**config.mk**
```make
export PLATFORM = sky130hd
export DESIGN_NAME = masked_cell_mean_with_coverage_top
export DESIGN_NICKNAME = d
export VERILOG_FILES = /design/src/rtl/mcm_pkg.sv /design/src/rtl/mcm_ctrl.sv /design/src/rtl/mcm_datapath.sv /design/src/rtl/masked_cell_mean_with_coverage_top.sv
export SDC_FILE = /design/constraint.sdc
export NUM_CORES = 1
export LEC_CHECK = 0
export ABC_AREA = 0
export BUFFER_PORTS_ARGS = -buffer_cell sky130_fd_sc_hd__buf_2
export CAP_MARGIN = 5
export CORE_ASPECT_RATIO = 2
export CORE_MARGIN = 5
export CORE_UTILIZATION = 30
export DETAILED_ROUTE_END_ITERATION = 7
export GPL_TIMING_DRIVEN = 0
export HOLD_SLACK_MARGIN = 0.06
export PLACE_DENSITY_LB_ADDON = 0.05
export RECOVER_POWER = 25
export SYNTH_ARGS = -nofsm -noshare
export SYNTH_HDL_FRONTEND = slang
export SYNTH_SLANG_ARGS = --single-unit
```
**constraint.sdc**
```tcl
create_clock -name aclk -period 12.61 [get_ports aclk]
set_input_delay 3.783 -clock aclk [delete_from_list [all_inputs] [get_ports aclk]]
set_output_delay 3.783 -clock aclk [all_outputs]
set_load 0.01 [all_outputs]
```
**src/rtl/mcm_pkg.sv**
```systemverilog
// Package for the masked cell mean block: widths, register indexes, reset
// values, controller states and the command/status records.
// No dependencies.
`timescale 1ns / 1ps
`default_nettype none

package mcm_pkg;

    localparam int SAMPLE_W     = 16;
    localparam int COUNT_W      = 13;
    localparam int PERMILLE_W   = 10;
    localparam int CFG_IDX_W    = 2;
    localparam int CFG_DATA_W   = 16;
    localparam int TDATA_OUT_W  = 32;

    localparam int MAX_CELL_SAMPLES_DEF = 4096;

    localparam logic [PERMILLE_W-1:0] PERMILLE_SCALE = 10'd1000;

    localparam logic signed [SAMPLE_W-1:0] IN_FILL_RST  = -16'sd32768;
    localparam logic signed [SAMPLE_W-1:0] OUT_FILL_RST = -16'sd32767;
    localparam logic [PERMILLE_W-1:0]      KEEP_RST     = 10'd900;

    typedef enum logic [CFG_IDX_W-1:0] {
        CFG_IN_FILL  = 2'd0,
        CFG_OUT_FILL = 2'd1,
        CFG_KEEP     = 2'd2
    } cfg_idx_t;

    typedef enum logic [1:0] {
        ST_ACC,
        ST_PROD,
        ST_DIV,
        ST_FIN
    } state_t;

    // Commands from the controller to the datapath.
    typedef struct packed {
        logic sample;    // accumulate a non-empty sample
        logic empty;     // empty-cell mark: drop the cell, result is fill
        logic prod;      // register the coverage products, load the divider
        logic div_step;  // one restoring division step
        logic load_out;  // move the finished result into the output register
    } cmd_t;

    // Status from the datapath to the controller.
    typedef struct packed {
        logic div_done;  // the current division step is the last one
        logic out_free;  // output register can take a result this cycle
    } stat_t;

endpackage

`default_nettype wire

```
**src/rtl/mcm_ctrl.sv**
```systemverilog
// Controller of the masked cell mean block: cell state machine that drives
// the datapath commands. Depends on mcm_pkg.
`timescale 1ns / 1ps
`default_nettype none

module mcm_ctrl (
    input  wire logic          aclk,
    input  wire logic          aresetn,
    input  wire logic          in_valid,
    input  wire logic          in_last,
    input  wire logic          in_empty,
    output logic               in_ready,
    input  wire mcm_pkg::stat_t stat,
    output mcm_pkg::cmd_t      cmd
);

    mcm_pkg::state_t state_reg, state_next;
    logic            accept;

    assign in_ready = (state_reg == mcm_pkg::ST_ACC);
    assign accept   = in_valid && in_ready;

    always_ff @(posedge aclk) begin
        if (!aresetn) begin
            state_reg <= mcm_pkg::ST_ACC;
        end else begin
            state_reg <= state_next;
        end
    end

    always_comb begin
        state_next = state_reg;
        case (state_reg)
            mcm_pkg::ST_ACC: begin
                if (accept && in_empty) begin
                    state_next = mcm_pkg::ST_FIN;
                end else if (accept && in_last) begin
                    state_next = mcm_pkg::ST_PROD;
                end
            end
            mcm_pkg::ST_PROD: begin
                state_next = mcm_pkg::ST_DIV;
            end
            mcm_pkg::ST_DIV: begin
                if (stat.div_done) begin
                    state_next = mcm_pkg::ST_FIN;
                end
            end
            mcm_pkg::ST_FIN: begin
                if (stat.out_free) begin
                    state_next = mcm_pkg::ST_ACC;
                end
            end
            default: begin
                state_next = mcm_pkg::ST_ACC;
            end
        endcase
    end

    always_comb begin
        cmd          = '0;
        cmd.sample   = accept && !in_empty;
        cmd.empty    = accept && in_empty;
        cmd.prod     = (state_reg == mcm_pkg::ST_PROD);
        cmd.div_step = (state_reg == mcm_pkg::ST_DIV);
        cmd.load_out = (state_reg == mcm_pkg::ST_FIN) && stat.out_free;
    end

endmodule

`default_nettype wire

```
**src/rtl/mcm_datapath.sv**
```systemverilog
// Datapath of the masked cell mean block: accumulators, coverage products,
// restoring divider and output register. Depends on mcm_pkg.
`timescale 1ns / 1ps
`default_nettype none

module mcm_datapath #(
    parameter int MAX_CELL_SAMPLES = mcm_pkg::MAX_CELL_SAMPLES_DEF
) (
    input  wire logic                                   aclk,
    input  wire logic                                   aresetn,
    input  wire mcm_pkg::cmd_t                          cmd,
    output mcm_pkg::stat_t                              stat,
    input  wire logic signed [mcm_pkg::SAMPLE_W-1:0]    depth_sample,
    input  wire logic signed [mcm_pkg::SAMPLE_W-1:0]    in_fill,
    input  wire logic signed [mcm_pkg::SAMPLE_W-1:0]    out_fill,
    input  wire logic [mcm_pkg::PERMILLE_W-1:0]         keep_permille,
    input  wire logic                                   out_ready,
    output logic                                        out_valid,
    output logic signed [mcm_pkg::SAMPLE_W-1:0]         out_mean,
    output logic [mcm_pkg::COUNT_W-1:0]                 out_count,
    output logic                                        out_fill_flag
);

    localparam int TALLY_W = $clog2(MAX_CELL_SAMPLES + 1);
    localparam int MAG_W   = TALLY_W + 15;
    localparam int PROD_W  = TALLY_W + mcm_pkg::PERMILLE_W;
    localparam int STEP_W  = $clog2(MAG_W);
    localparam logic [TALLY_W-1:0] MAX_T  = TALLY_W'(MAX_CELL_SAMPLES);
    localparam logic [STEP_W-1:0]  LAST_STEP = STEP_W'(MAG_W - 1);

    logic [MAG_W-1:0]   mag_reg, mag_next;
    logic [TALLY_W-1:0] vt_reg, vt_next;
    logic [TALLY_W-1:0] st_reg, st_next;
    logic               empty_reg, empty_next;
    logic [PROD_W-1:0]  have_reg, need_reg;
    logic [MAG_W-1:0]   quo_reg, quo_next;
    logic [TALLY_W-1:0] rem_reg, rem_next;
    logic [STEP_W-1:0]  step_reg, step_next;
    logic               ovalid_reg, ovalid_next;
    logic signed [mcm_pkg::SAMPLE_W-1:0] mean_reg;
    logic [mcm_pkg::COUNT_W-1:0]         count_reg;
    logic                                fill_reg;

    logic [mcm_pkg::SAMPLE_W-1:0] sample_mag;
    logic                         sample_ok;
    logic [TALLY_W:0]             trial;
    logic                         trial_ge;
    logic [MAG_W-1:0]             neg_quo;
    logic                         res_fill;

    // A sample counts when it is negative and is not the missing-data code.
    assign sample_ok  = depth_sample[mcm_pkg::SAMPLE_W-1] && (depth_sample != in_fill);
    assign sample_mag = (~depth_sample) + mcm_pkg::SAMPLE_W'(1);

    assign trial    = {rem_reg, quo_reg[MAG_W-1]};
    assign trial_ge = (trial >= {1'b0, vt_reg});
    assign neg_quo  = (~quo_reg) + MAG_W'(1);
    assign res_fill = empty_reg || (vt_reg == '0) || (have_reg < need_reg);

    assign stat.div_done = (step_reg == LAST_STEP);
    assign stat.out_free = !ovalid_reg || out_ready;

    always_comb begin
        mag_next   = mag_reg;
        vt_next    = vt_reg;
        st_next    = st_reg;
        empty_next = empty_reg;
        if (cmd.empty || cmd.load_out) begin
            mag_next   = '0;
            vt_next    = '0;
            st_next    = '0;
            empty_next = cmd.empty;
        end else if (cmd.sample && (st_reg < MAX_T)) begin
            st_next = st_reg + TALLY_W'(1);
            if (sample_ok) begin
                mag_next = mag_reg + MAG_W'(sample_mag);
                vt_next  = vt_reg + TALLY_W'(1);
            end
        end
    end

    always_comb begin
        quo_next  = quo_reg;
        rem_next  = rem_reg;
        step_next = step_reg;
        if (cmd.prod) begin
            quo_next  = mag_reg;
            rem_next  = '0;
            step_next = '0;
        end else if (cmd.div_step) begin
            quo_next  = {quo_reg[MAG_W-2:0], trial_ge};
            rem_next  = trial_ge ? TALLY_W'(trial - {1'b0, vt_reg}) : trial[TALLY_W-1:0];
            step_next = step_reg + STEP_W'(1);
        end
    end

    always_comb begin
        ovalid_next = ovalid_reg;
        if (cmd.load_out) begin
            ovalid_next = 1'b1;
        end else if (out_ready) begin
            ovalid_next = 1'b0;
        end
    end

    always_ff @(posedge aclk) begin
        if (!aresetn) begin
            mag_reg    <= '0;
            vt_reg     <= '0;
            st_reg     <= '0;
            empty_reg  <= 1'b0;
            step_reg   <= '0;
            ovalid_reg <= 1'b0;
        end else begin
            mag_reg    <= mag_next;
            vt_reg     <= vt_next;
            st_reg     <= st_next;
            empty_reg  <= empty_next;
            step_reg   <= step_next;
            ovalid_reg <= ovalid_next;
        end
    end

    always_ff @(posedge aclk) begin
        quo_reg <= quo_next;
        rem_reg <= rem_next;
        if (cmd.prod) begin
            have_reg <= PROD_W'(vt_reg) * PROD_W'(mcm_pkg::PERMILLE_SCALE);
            need_reg <= PROD_W'(keep_permille) * PROD_W'(st_reg);
        end
        if (cmd.load_out) begin
            mean_reg  <= res_fill ? out_fill : neg_quo[mcm_pkg::SAMPLE_W-1:0];
            count_reg <= res_fill && (have_reg >= need_reg) ? '0 :
                         mcm_pkg::COUNT_W'(vt_reg);
            fill_reg  <= res_fill;
        end
    end

    assign out_valid     = ovalid_reg;
    assign out_mean      = mean_reg;
    assign out_count     = count_reg;
    assign out_fill_flag = fill_reg;

    // The valid tally never runs ahead of the sample tally.
    a_tally_order: assert property (@(posedge aclk) disable iff (!aresetn)
        vt_reg <= st_reg)
        else $error("valid tally exceeds sample tally");

    // Sample tally saturates at the cell limit.
    a_tally_limit: assert property (@(posedge aclk) disable iff (!aresetn)
        st_reg <= MAX_T)
        else $error("sample tally past the cell limit");

    // A loaded result is presented on the next cycle.
    a_load_shows: assert property (@(posedge aclk) disable iff (!aresetn)
        cmd.load_out |=> ovalid_reg)
        else $error("loaded result not presented");

    // A result is only loaded when the output register can take it.
    a_load_free: assert property (@(posedge aclk) disable iff (!aresetn)
        cmd.load_out |-> (!ovalid_reg || out_ready))
        else $error("result loaded over a pending one");

endmodule

`default_nettype wire

```
**src/rtl/masked_cell_mean_with_coverage_top.sv**
```systemverilog
// Top level of the masked cell mean block: ports, configuration registers,
// and the controller and datapath. Depends on mcm_pkg, mcm_ctrl, mcm_datapath.
`timescale 1ns / 1ps
`default_nettype none

// Channel   Dir  Handshake              Payload
// s_*       in   s_tvalid / s_tready    s_tdata depth_sample, s_tlast, s_tuser empty_cell
// m_*       out  m_tvalid / m_tready    m_tdata mean_depth + valid_count, m_tuser is_fill
// cfg_*     in   cfg_valid / cfg_ready  cfg_index register, cfg_data value
//
// A sample request is taken every cycle while a cell gathers. After the last
// sample of a cell the block runs the coverage products, the restoring divider
// (one quotient bit per cycle, MAG_W = clog2(MAX_CELL_SAMPLES+1)+15 bits, 28 at
// the default) and the hand-off of the result to the output register, during none
// of which a sample is taken. An empty-cell request goes straight to the hand-off.
// The result waits only if the output register is still held by the consumer.
// Reset is synchronous and active low, needs no clearing pass, and restores the
// configuration registers to their defaults.

module masked_cell_mean_with_coverage_top #(
    parameter int MAX_CELL_SAMPLES = mcm_pkg::MAX_CELL_SAMPLES_DEF
) (
    input  wire logic                              aclk,
    input  wire logic                              aresetn,
    // Sample input channel.
    input  wire logic                              s_tvalid,
    output logic                                   s_tready,
    input  wire logic [mcm_pkg::SAMPLE_W-1:0]      s_tdata,   // [15:0] depth_sample
    input  wire logic                              s_tlast,   // last_in_cell
    input  wire logic [0:0]                        s_tuser,   // [0] empty_cell
    // Result output channel.
    output logic                                   m_tvalid,
    input  wire logic                              m_tready,
    output logic [mcm_pkg::TDATA_OUT_W-1:0]        m_tdata,   // [15:0] mean_depth,
                                                              // [28:16] valid_count,
                                                              // [31:29] zero
    output logic [0:0]                             m_tuser,   // [0] is_fill
    // Configuration write channel.
    input  wire logic                              cfg_valid,
    output logic                                   cfg_ready,
    input  wire logic [mcm_pkg::CFG_IDX_W-1:0]     cfg_index,
    input  wire logic [mcm_pkg::CFG_DATA_W-1:0]    cfg_data
);

    logic signed [mcm_pkg::SAMPLE_W-1:0] in_fill_reg, in_fill_next;
    logic signed [mcm_pkg::SAMPLE_W-1:0] out_fill_reg, out_fill_next;
    logic [mcm_pkg::PERMILLE_W-1:0]      keep_reg, keep_next;

    mcm_pkg::cmd_t  cmd;
    mcm_pkg::stat_t stat;

    logic signed [mcm_pkg::SAMPLE_W-1:0] res_mean;
    logic [mcm_pkg::COUNT_W-1:0]         res_count;
    logic                                res_fill;

    // Configuration writes are always taken; an index past the list is dropped.
    assign cfg_ready = 1'b1;

    always_comb begin
        in_fill_next  = in_fill_reg;
        out_fill_next = out_fill_reg;
        keep_next     = keep_reg;
        if (cfg_valid) begin
            case (cfg_index)
                mcm_pkg::CFG_IN_FILL:  in_fill_next  = cfg_data;
                mcm_pkg::CFG_OUT_FILL: out_fill_next = cfg_data;
                mcm_pkg::CFG_KEEP:     keep_next     = cfg_data[mcm_pkg::PERMILLE_W-1:0];
                default: begin
                end
            endcase
        end
    end

    always_ff @(posedge aclk) begin
        if (!aresetn) begin
            in_fill_reg  <= mcm_pkg::IN_FILL_RST;
            out_fill_reg <= mcm_pkg::OUT_FILL_RST;
            keep_reg     <= mcm_pkg::KEEP_RST;
        end else begin
            in_fill_reg  <= in_fill_next;
            out_fill_reg <= out_fill_next;
            keep_reg     <= keep_next;
        end
    end

    mcm_ctrl u_ctrl (
        .aclk     (aclk),
        .aresetn  (aresetn),
        .in_valid (s_tvalid),
        .in_last  (s_tlast),
        .in_empty (s_tuser[0]),
        .in_ready (s_tready),
        .stat     (stat),
        .cmd      (cmd)
    );

    mcm_datapath #(
        .MAX_CELL_SAMPLES (MAX_CELL_SAMPLES)
    ) u_datapath (
        .aclk          (aclk),
        .aresetn       (aresetn),
        .cmd           (cmd),
        .stat          (stat),
        .depth_sample  (s_tdata),
        .in_fill       (in_fill_reg),
        .out_fill      (out_fill_reg),
        .keep_permille (keep_reg),
        .out_ready     (m_tready),
        .out_valid     (m_tvalid),
        .out_mean      (res_mean),
        .out_count     (res_count),
        .out_fill_flag (res_fill)
    );

    // Pack the result: mean in the low half, count above it, zero padding on top.
    assign m_tdata = {3'b000, res_count, res_mean};
    assign m_tuser = res_fill;

endmodule

`default_nettype wire

```
[Yosys cells after proc, flatten, opt, wreduce, memory -nomap -nowiden]
Cells that the tools add are included.
Operators by class
  add/sub/neg operators: 7
  $lt $le $gt $ge: 4
  reductions and logical operators: 26
  equal/unequal tests: 10
  bitwise logic cells: 3
  multipliers: 2
  muxes and demuxes: 11
Operators with widths (count)
  2-to-1 mux 28 bit: 2
  NOT 16 bit: 2
  adder 28 x 16 -> 28 bit: 1
  adder 13 x 1 -> 13 bit (second input constant): 2
  >= comparator 23 bit: 1
  less-than comparator 23 bit: 1
  multiplier 10 x 13 -> 23 bit: 1
  multiplier 13 x 7 -> 20 bit (second input constant): 1
  adder 16 x 1 -> 16 bit (second input constant): 1
  adder 16 x 2 -> 16 bit (second input constant): 1
  2-to-1 mux 16 bit: 1
  != test 16 bit: 1
  >= comparator 14 x 13 -> 1 bit: 1
  zero test 13 bit: 1
  less-than comparator 13 bit (second input constant): 1
  2-to-1 mux 13 bit: 1
  subtractor 13 bit: 1
  logical AND 1 bit: 8
  2-to-1 mux 2 bit: 4
  one-hot mux 2 bit (4 select lines): 1
  AND reduction 2 bit: 4
  equality test 2 bit (second input constant): 3
  adder 5 x 1 -> 5 bit (second input constant): 1
  equality test 5 bit (second input constant): 1
  other kinds (11): 21
Word-level totals
  input bits: 41
  register bits: 219
  output and inout bits: 36

[Logic depth before layout (Yosys ltp)]
  depth after elaboration: 6
  gate-level depth with buffers: 20
  depth with buffers taken out: 19

[Cells and area by module]
From an unflattened synthesis, not the netlist that was laid out.
Unflattened totals
  cells, all modules: 1744
  area, all modules: 17402.9 µm²
By module, submodules not included
  mcm_datapath: sequential area each 4514.3 µm², instances 1, cells each 1552, area an instance 15477.3 µm²
  masked_cell_mean_with_coverage_top: sequential area each 840.8 µm², instances 1, cells each 169, area an instance 1722.9 µm²
  mcm_ctrl: sequential area each 40.0 µm², instances 1, cells each 23, area an instance 202.7 µm²

[Worst setup path before layout]
OpenSTA, ideal clock, no wires.
  path type: input to register
  start point: input port s_tdata[5] in the netlist's numbering
  end point: register u_datapath.mag_reg[16]
  path buffers: 0
  path slack: 6.006 ns
  data arrival time: 6.476 ns
  cell stages on the path: 11
  library setup time: 0.128 ns
  path through: nor4_1 > nand2_1 > nor4_1 > or3b_1 > xor2_1 > ha_1 > a21o_1 > or3_1 > o211ai_2 > xor2_1 > nor2_1
Between the ends
  word-level cells in the longest chain between the ends: 3
  elaborated cells between the ends (all ways): 6
  those cells by class: add/sub: 2; eq/ne: 1; bitwise: 1; reduce/logical: 2
Ends and longest elaborated chain
  start, declared: line masked_cell_mean_with_coverage_top.sv:28  | input wire logic [mcm_pkg::SAMPLE_W-1:0] s_tdata,
  NOT 16 bit or != test 16 bit (tied branches): line mcm_datapath.sv:53, mcm_datapath.sv:52
  adder 16 x 2 -> 16 bit or logical AND 1 bit (tied branches): line mcm_datapath.sv:53, mcm_datapath.sv:52
  adder 28 x 16 -> 28 bit or AND reduction 2 bit (tied branches)
  end signal, assigned: line mcm_datapath.sv:115  | mag_reg <= mag_next;
  end, declared: line mcm_datapath.sv:31  | logic [MAG_W-1:0] mag_reg, mag_next;
Several ways; a longest one is shown, not always the timed one.
A chain may end at the register's enable or synchronous reset.

[Worst setup path after layout]
  start point: input port s_tdata[5] in the netlist's numbering
  end point: register u_datapath.mag_reg[22]
The elaborated chain is that of the path after synthesis.

==> impl_metrics.env <==
export IMPL_status="finished clean"
export IMPL_r2r_end="u_datapath.need_reg[15]"
export IMPL_cts_resized=0
export IMPL_antenna_found_initial=0
export IMPL_synthCells=1757
export IMPL_num_rows=124
export IMPL_worst_slack_ns=5.55
export IMPL_vdd_ir_drop_max_v=0.0000806
export IMPL_final_nets=2198
export IMPL_synthesis_area_mm2=0.0173
export IMPL_grt_pass1_vias=13553
export IMPL_cts_tree="done"
export IMPL_die_w_um=180
export IMPL_power_density_mw_per_mm2=136
export IMPL_avgSynthCellArea_um2=9.86
export IMPL_port_buffer_count=72
export IMPL_clk_pin_slew_ns=0.06
export IMPL_ys_ff_latch=219
export IMPL_cp_num_buf_inv=1
export IMPL_viasPerCell=4.78
export IMPL_grt_pass1_wl_um=79000
export IMPL_arrival_ns=7.46
export IMPL_required_ns=13.00
export IMPL_min_to="in_fill_reg[11]"
export IMPL_rrSetupSlack_ns=6.41
export IMPL_tightest_slew_ns=1.36
export IMPL_hp_class="flip-flop to flip-flop"
export IMPL_die_h_um=350
export IMPL_area_growth_pct=12.1
export IMPL_fin_util_pct=33.9
export IMPL_cap_violations=0
export IMPL_place_gp_congestion=0.819
export IMPL_ff2ff_path_depth=18
export IMPL_fin_crit_ns=7.06
export IMPL_initial_utilization_pct=30.3
export IMPL_htreeDepth=1
export IMPL_first_pass_iters=7
export IMPL_cts_made_buffers=24
export IMPL_core_area_mm2=0.0572
export IMPL_drc=0
export IMPL_slew_viol_final=0
export IMPL_via_count=12589
export IMPL_cts_buffer_depth=3
export IMPL_ctsHoldBuffers=0
export IMPL_clock_sinks=219
export IMPL_async_reset_ff_share_pct=0
export IMPL_endpoint_kind="flip-flop"
export IMPL_finalCritPeriodShare_pct=56.0
export IMPL_io_pins=77
export IMPL_slowest_stage="nor4_1"
export IMPL_power_leakage_uw=0.00861
export IMPL_seq_area_frac_synth_pct=31.1
export IMPL_path_delay_family="simple AND/OR/NAND/NOR gates"
export IMPL_p_int_uw=1690
export IMPL_hold_viol_final=0
export IMPL_synth_edf_count=101
export IMPL_dpl_hpwl_um=43000
export IMPL_p_switching_uw=951
export IMPL_comb_power_share_pct=34.1
export IMPL_fin_setup_tns_ns=0
export IMPL_routedWlPerCell_um=19.6
export IMPL_rsz0062_at_grt="false"
export IMPL_root_buffer="clkbuf_16"
export IMPL_fin_worst_skew_ns=0.0114
export IMPL_crit_chain="buf_2 -> nor4_1 -> nand2_1 -> nor4_1 -> or3b_1 -> xor2_1 -> ha_1 -> a21o_1 -> or3_1 -> o211ai_2 -> or3_1 -> a21oi_1"
export IMPL_rr_startpoint="keep_reg[6]"
export IMPL_drt_iter0_markers=547
export IMPL_critPathMaxFanout=9
export IMPL_swShare_pct=36.0
export IMPL_drive_above_1_share_pct=10.4
export IMPL_dp_slack_ns=4.98
export IMPL_dp_cells=2588
export IMPL_hold_start="in_fill_reg[11]"
export IMPL_drtAntennaViolNets=0
export IMPL_critPathKind="input pin to flip-flop"
export IMPL_fin_cells=2633
export IMPL_timing_fmax_ghz=0.142
export IMPL_synthFlopType="dfxtp_1"
export IMPL_ys_types=85
export IMPL_post_cts_buffers=0
export IMPL_clock_power_share_pct=26.5
export IMPL_grt_use_total_pct=16.3
export IMPL_p_seq_share_pct=39.4
export IMPL_die_area_mm2=0.0630
export IMPL_cpPeakStageDelay_ns=0.51
export IMPL_min_path_cells=2
export IMPL_grt_overflow_total=0
export IMPL_yosys_warnings=0
export IMPL_diodes=0
export IMPL_relSlewSlack_pct=9.56
export IMPL_cp_start_kind="input pin"
export IMPL_wl_um=51600
export IMPL_finalSetupViolCount=0
export IMPL_clk_insertion_delay_late_ns=0.54
export IMPL_grt_max_degree=31
-- how the worst max path moves through the flow --
stage	start	to	slack, ns	cells past startpoint
CTS	s_tdata[5]	u_datapath.mag_reg[26]	5.57	12
global route	s_tdata[5]	u_datapath.mag_reg[22]	5.31	12
finish	s_tdata[5]	u_datapath.mag_reg[22]	5.55	12
global placement	s_tdata[5]	u_datapath.mag_reg[22]	5.01	12
floorplan	s_tdata[5]	u_datapath.mag_reg[16]	6.01	11
detailed placement	s_tdata[5]	u_datapath.mag_reg[26]	4.98	12
-- stage by stage --
stage	area [um2]	hold WS, ns	total power [uW]
after floorplan	17300	0.433	1670
after global placement	18600	0.464	1970
after detailed placement	18700	0.464	1980
after CTS	19400	0.480	2700
after global routing	19400	0.500	2820
final	19400	0.484	2640
-- power by group through the flow --
stage	combinational, uW	clock, uW	sequential, uW
after global placement	910	0	1060
after detailed placement	923	0	1060
after CTS	929	730	1050
after floorplan	664	0	1010
final	901	701	1040
after global routing	1000	754	1060
-- placed cells by master, fill, tap and decap left out, types with 9 or more instances in the layout --
cell type	instances
nand2_1	212
inv_1	169
ha_1	168
fa_1	130
dfxtp_1	118
nor2_1	106
edfxtp_1	101
a21oi_1	93
buf_2	77
and2_1	68
xnor2_1	68
clkbuf_1	55
xor2_1	54
o21ai_0	41
nand3_1	34
mux2_2	34
or3_1	26
clkbuf_16	25
mux2i_1	22
a211oi_1	21
a21o_1	18
nor3_1	17
nand4_1	14
nor2b_1	13
nor4_1	13
and3_1	12
mux2_4	10
o21a_1	9
-- cell families (layout without fill, tap and decap cells) --
family                     count (synthesis)  after routing  share of synthesized area, %
DFF                                      219            219                          31.1
xor gates and xnor gates                 122            122                          6.17
adders and majority gates                298            298                          27.2
other                                      2              4                        0.0433
buffers and inverters                    234            352                          5.37
and+or+nand+nor                          561            561                          15.9
AOI/OAI and AO/OA                        255            255                          9.92
muxes                                     66             66                          4.35
-- routing by layer --
| metal | GRT usage, % | vias to the layer above | routed length [um] |
|---|---|---|---|
| li1 | - | 6183 | - |
| met1 | 16.2 | 6096 | 18600 |
| met2 | 32.9 | 219 | 28800 |
| met3 | 1.67 | 91 | 1390 |
| met4 | 8.40 | 0 | 2930 |
| met5 | 0 | - | 0 |
-- synthesized netlist by cell type (all sizes together) (5+ instances only) --
| cell type | n | area, um2 |
|---|---|---|
| o211ai | 7 | 57.6 |
| o21ai | 43 | 226 |
| and3 | 12 | 75.1 |
| clkbuf | 48 | 180 |
| buf | 16 | 113 |
| a21oi | 97 | 500 |
| nor2b | 14 | 95.1 |
| edfxtp | 101 | 3030 |
| nand4 | 14 | 87.6 |
| dfxtp | 118 | 2360 |
| xnor2 | 68 | 596 |
| a211oi | 22 | 170 |
| or3 | 26 | 163 |
| nand2 | 212 | 796 |
| and2 | 71 | 444 |
| o31ai | 8 | 78.8 |
| inv | 170 | 638 |
| fa | 130 | 2600 |
| nor2 | 106 | 398 |
| mux2 | 44 | 533 |
| ha | 168 | 2100 |
| nand4b | 5 | 43.8 |
| o21bai | 6 | 45.0 |
| a311oi | 5 | 43.8 |
| nor3 | 18 | 101 |
| nor4 | 14 | 93.8 |
| xor2 | 54 | 473 |
| mux2i | 22 | 220 |
| a31oi | 9 | 77.6 |
| and4 | 5 | 43.8 |
| a21o | 18 | 135 |
| nand3 | 35 | 180 |
| nand2b | 7 | 43.8 |
| o21a | 9 | 67.6 |
-- final cells by class --
cell class / count / area (um2)
fill: 5957 / 37800
inverter: 170 / 638
clock inverter: 8 / 46.3
multi-input combinational: 1306 / 11000
clock buffer: 36 / 721
buffer: 64 / 293
tap: 756 / 946
timing repair buffer: 74 / 368
sequential: 219 / 5400
-- tightest hold or removal path, cell delays in order (launching register included) --
cell and delay, ns:
dfxtp_1 0.32, nand2_1 0.06, a21oi_1 0.06
Note: power is estimated with default switching activity, not from simulation.
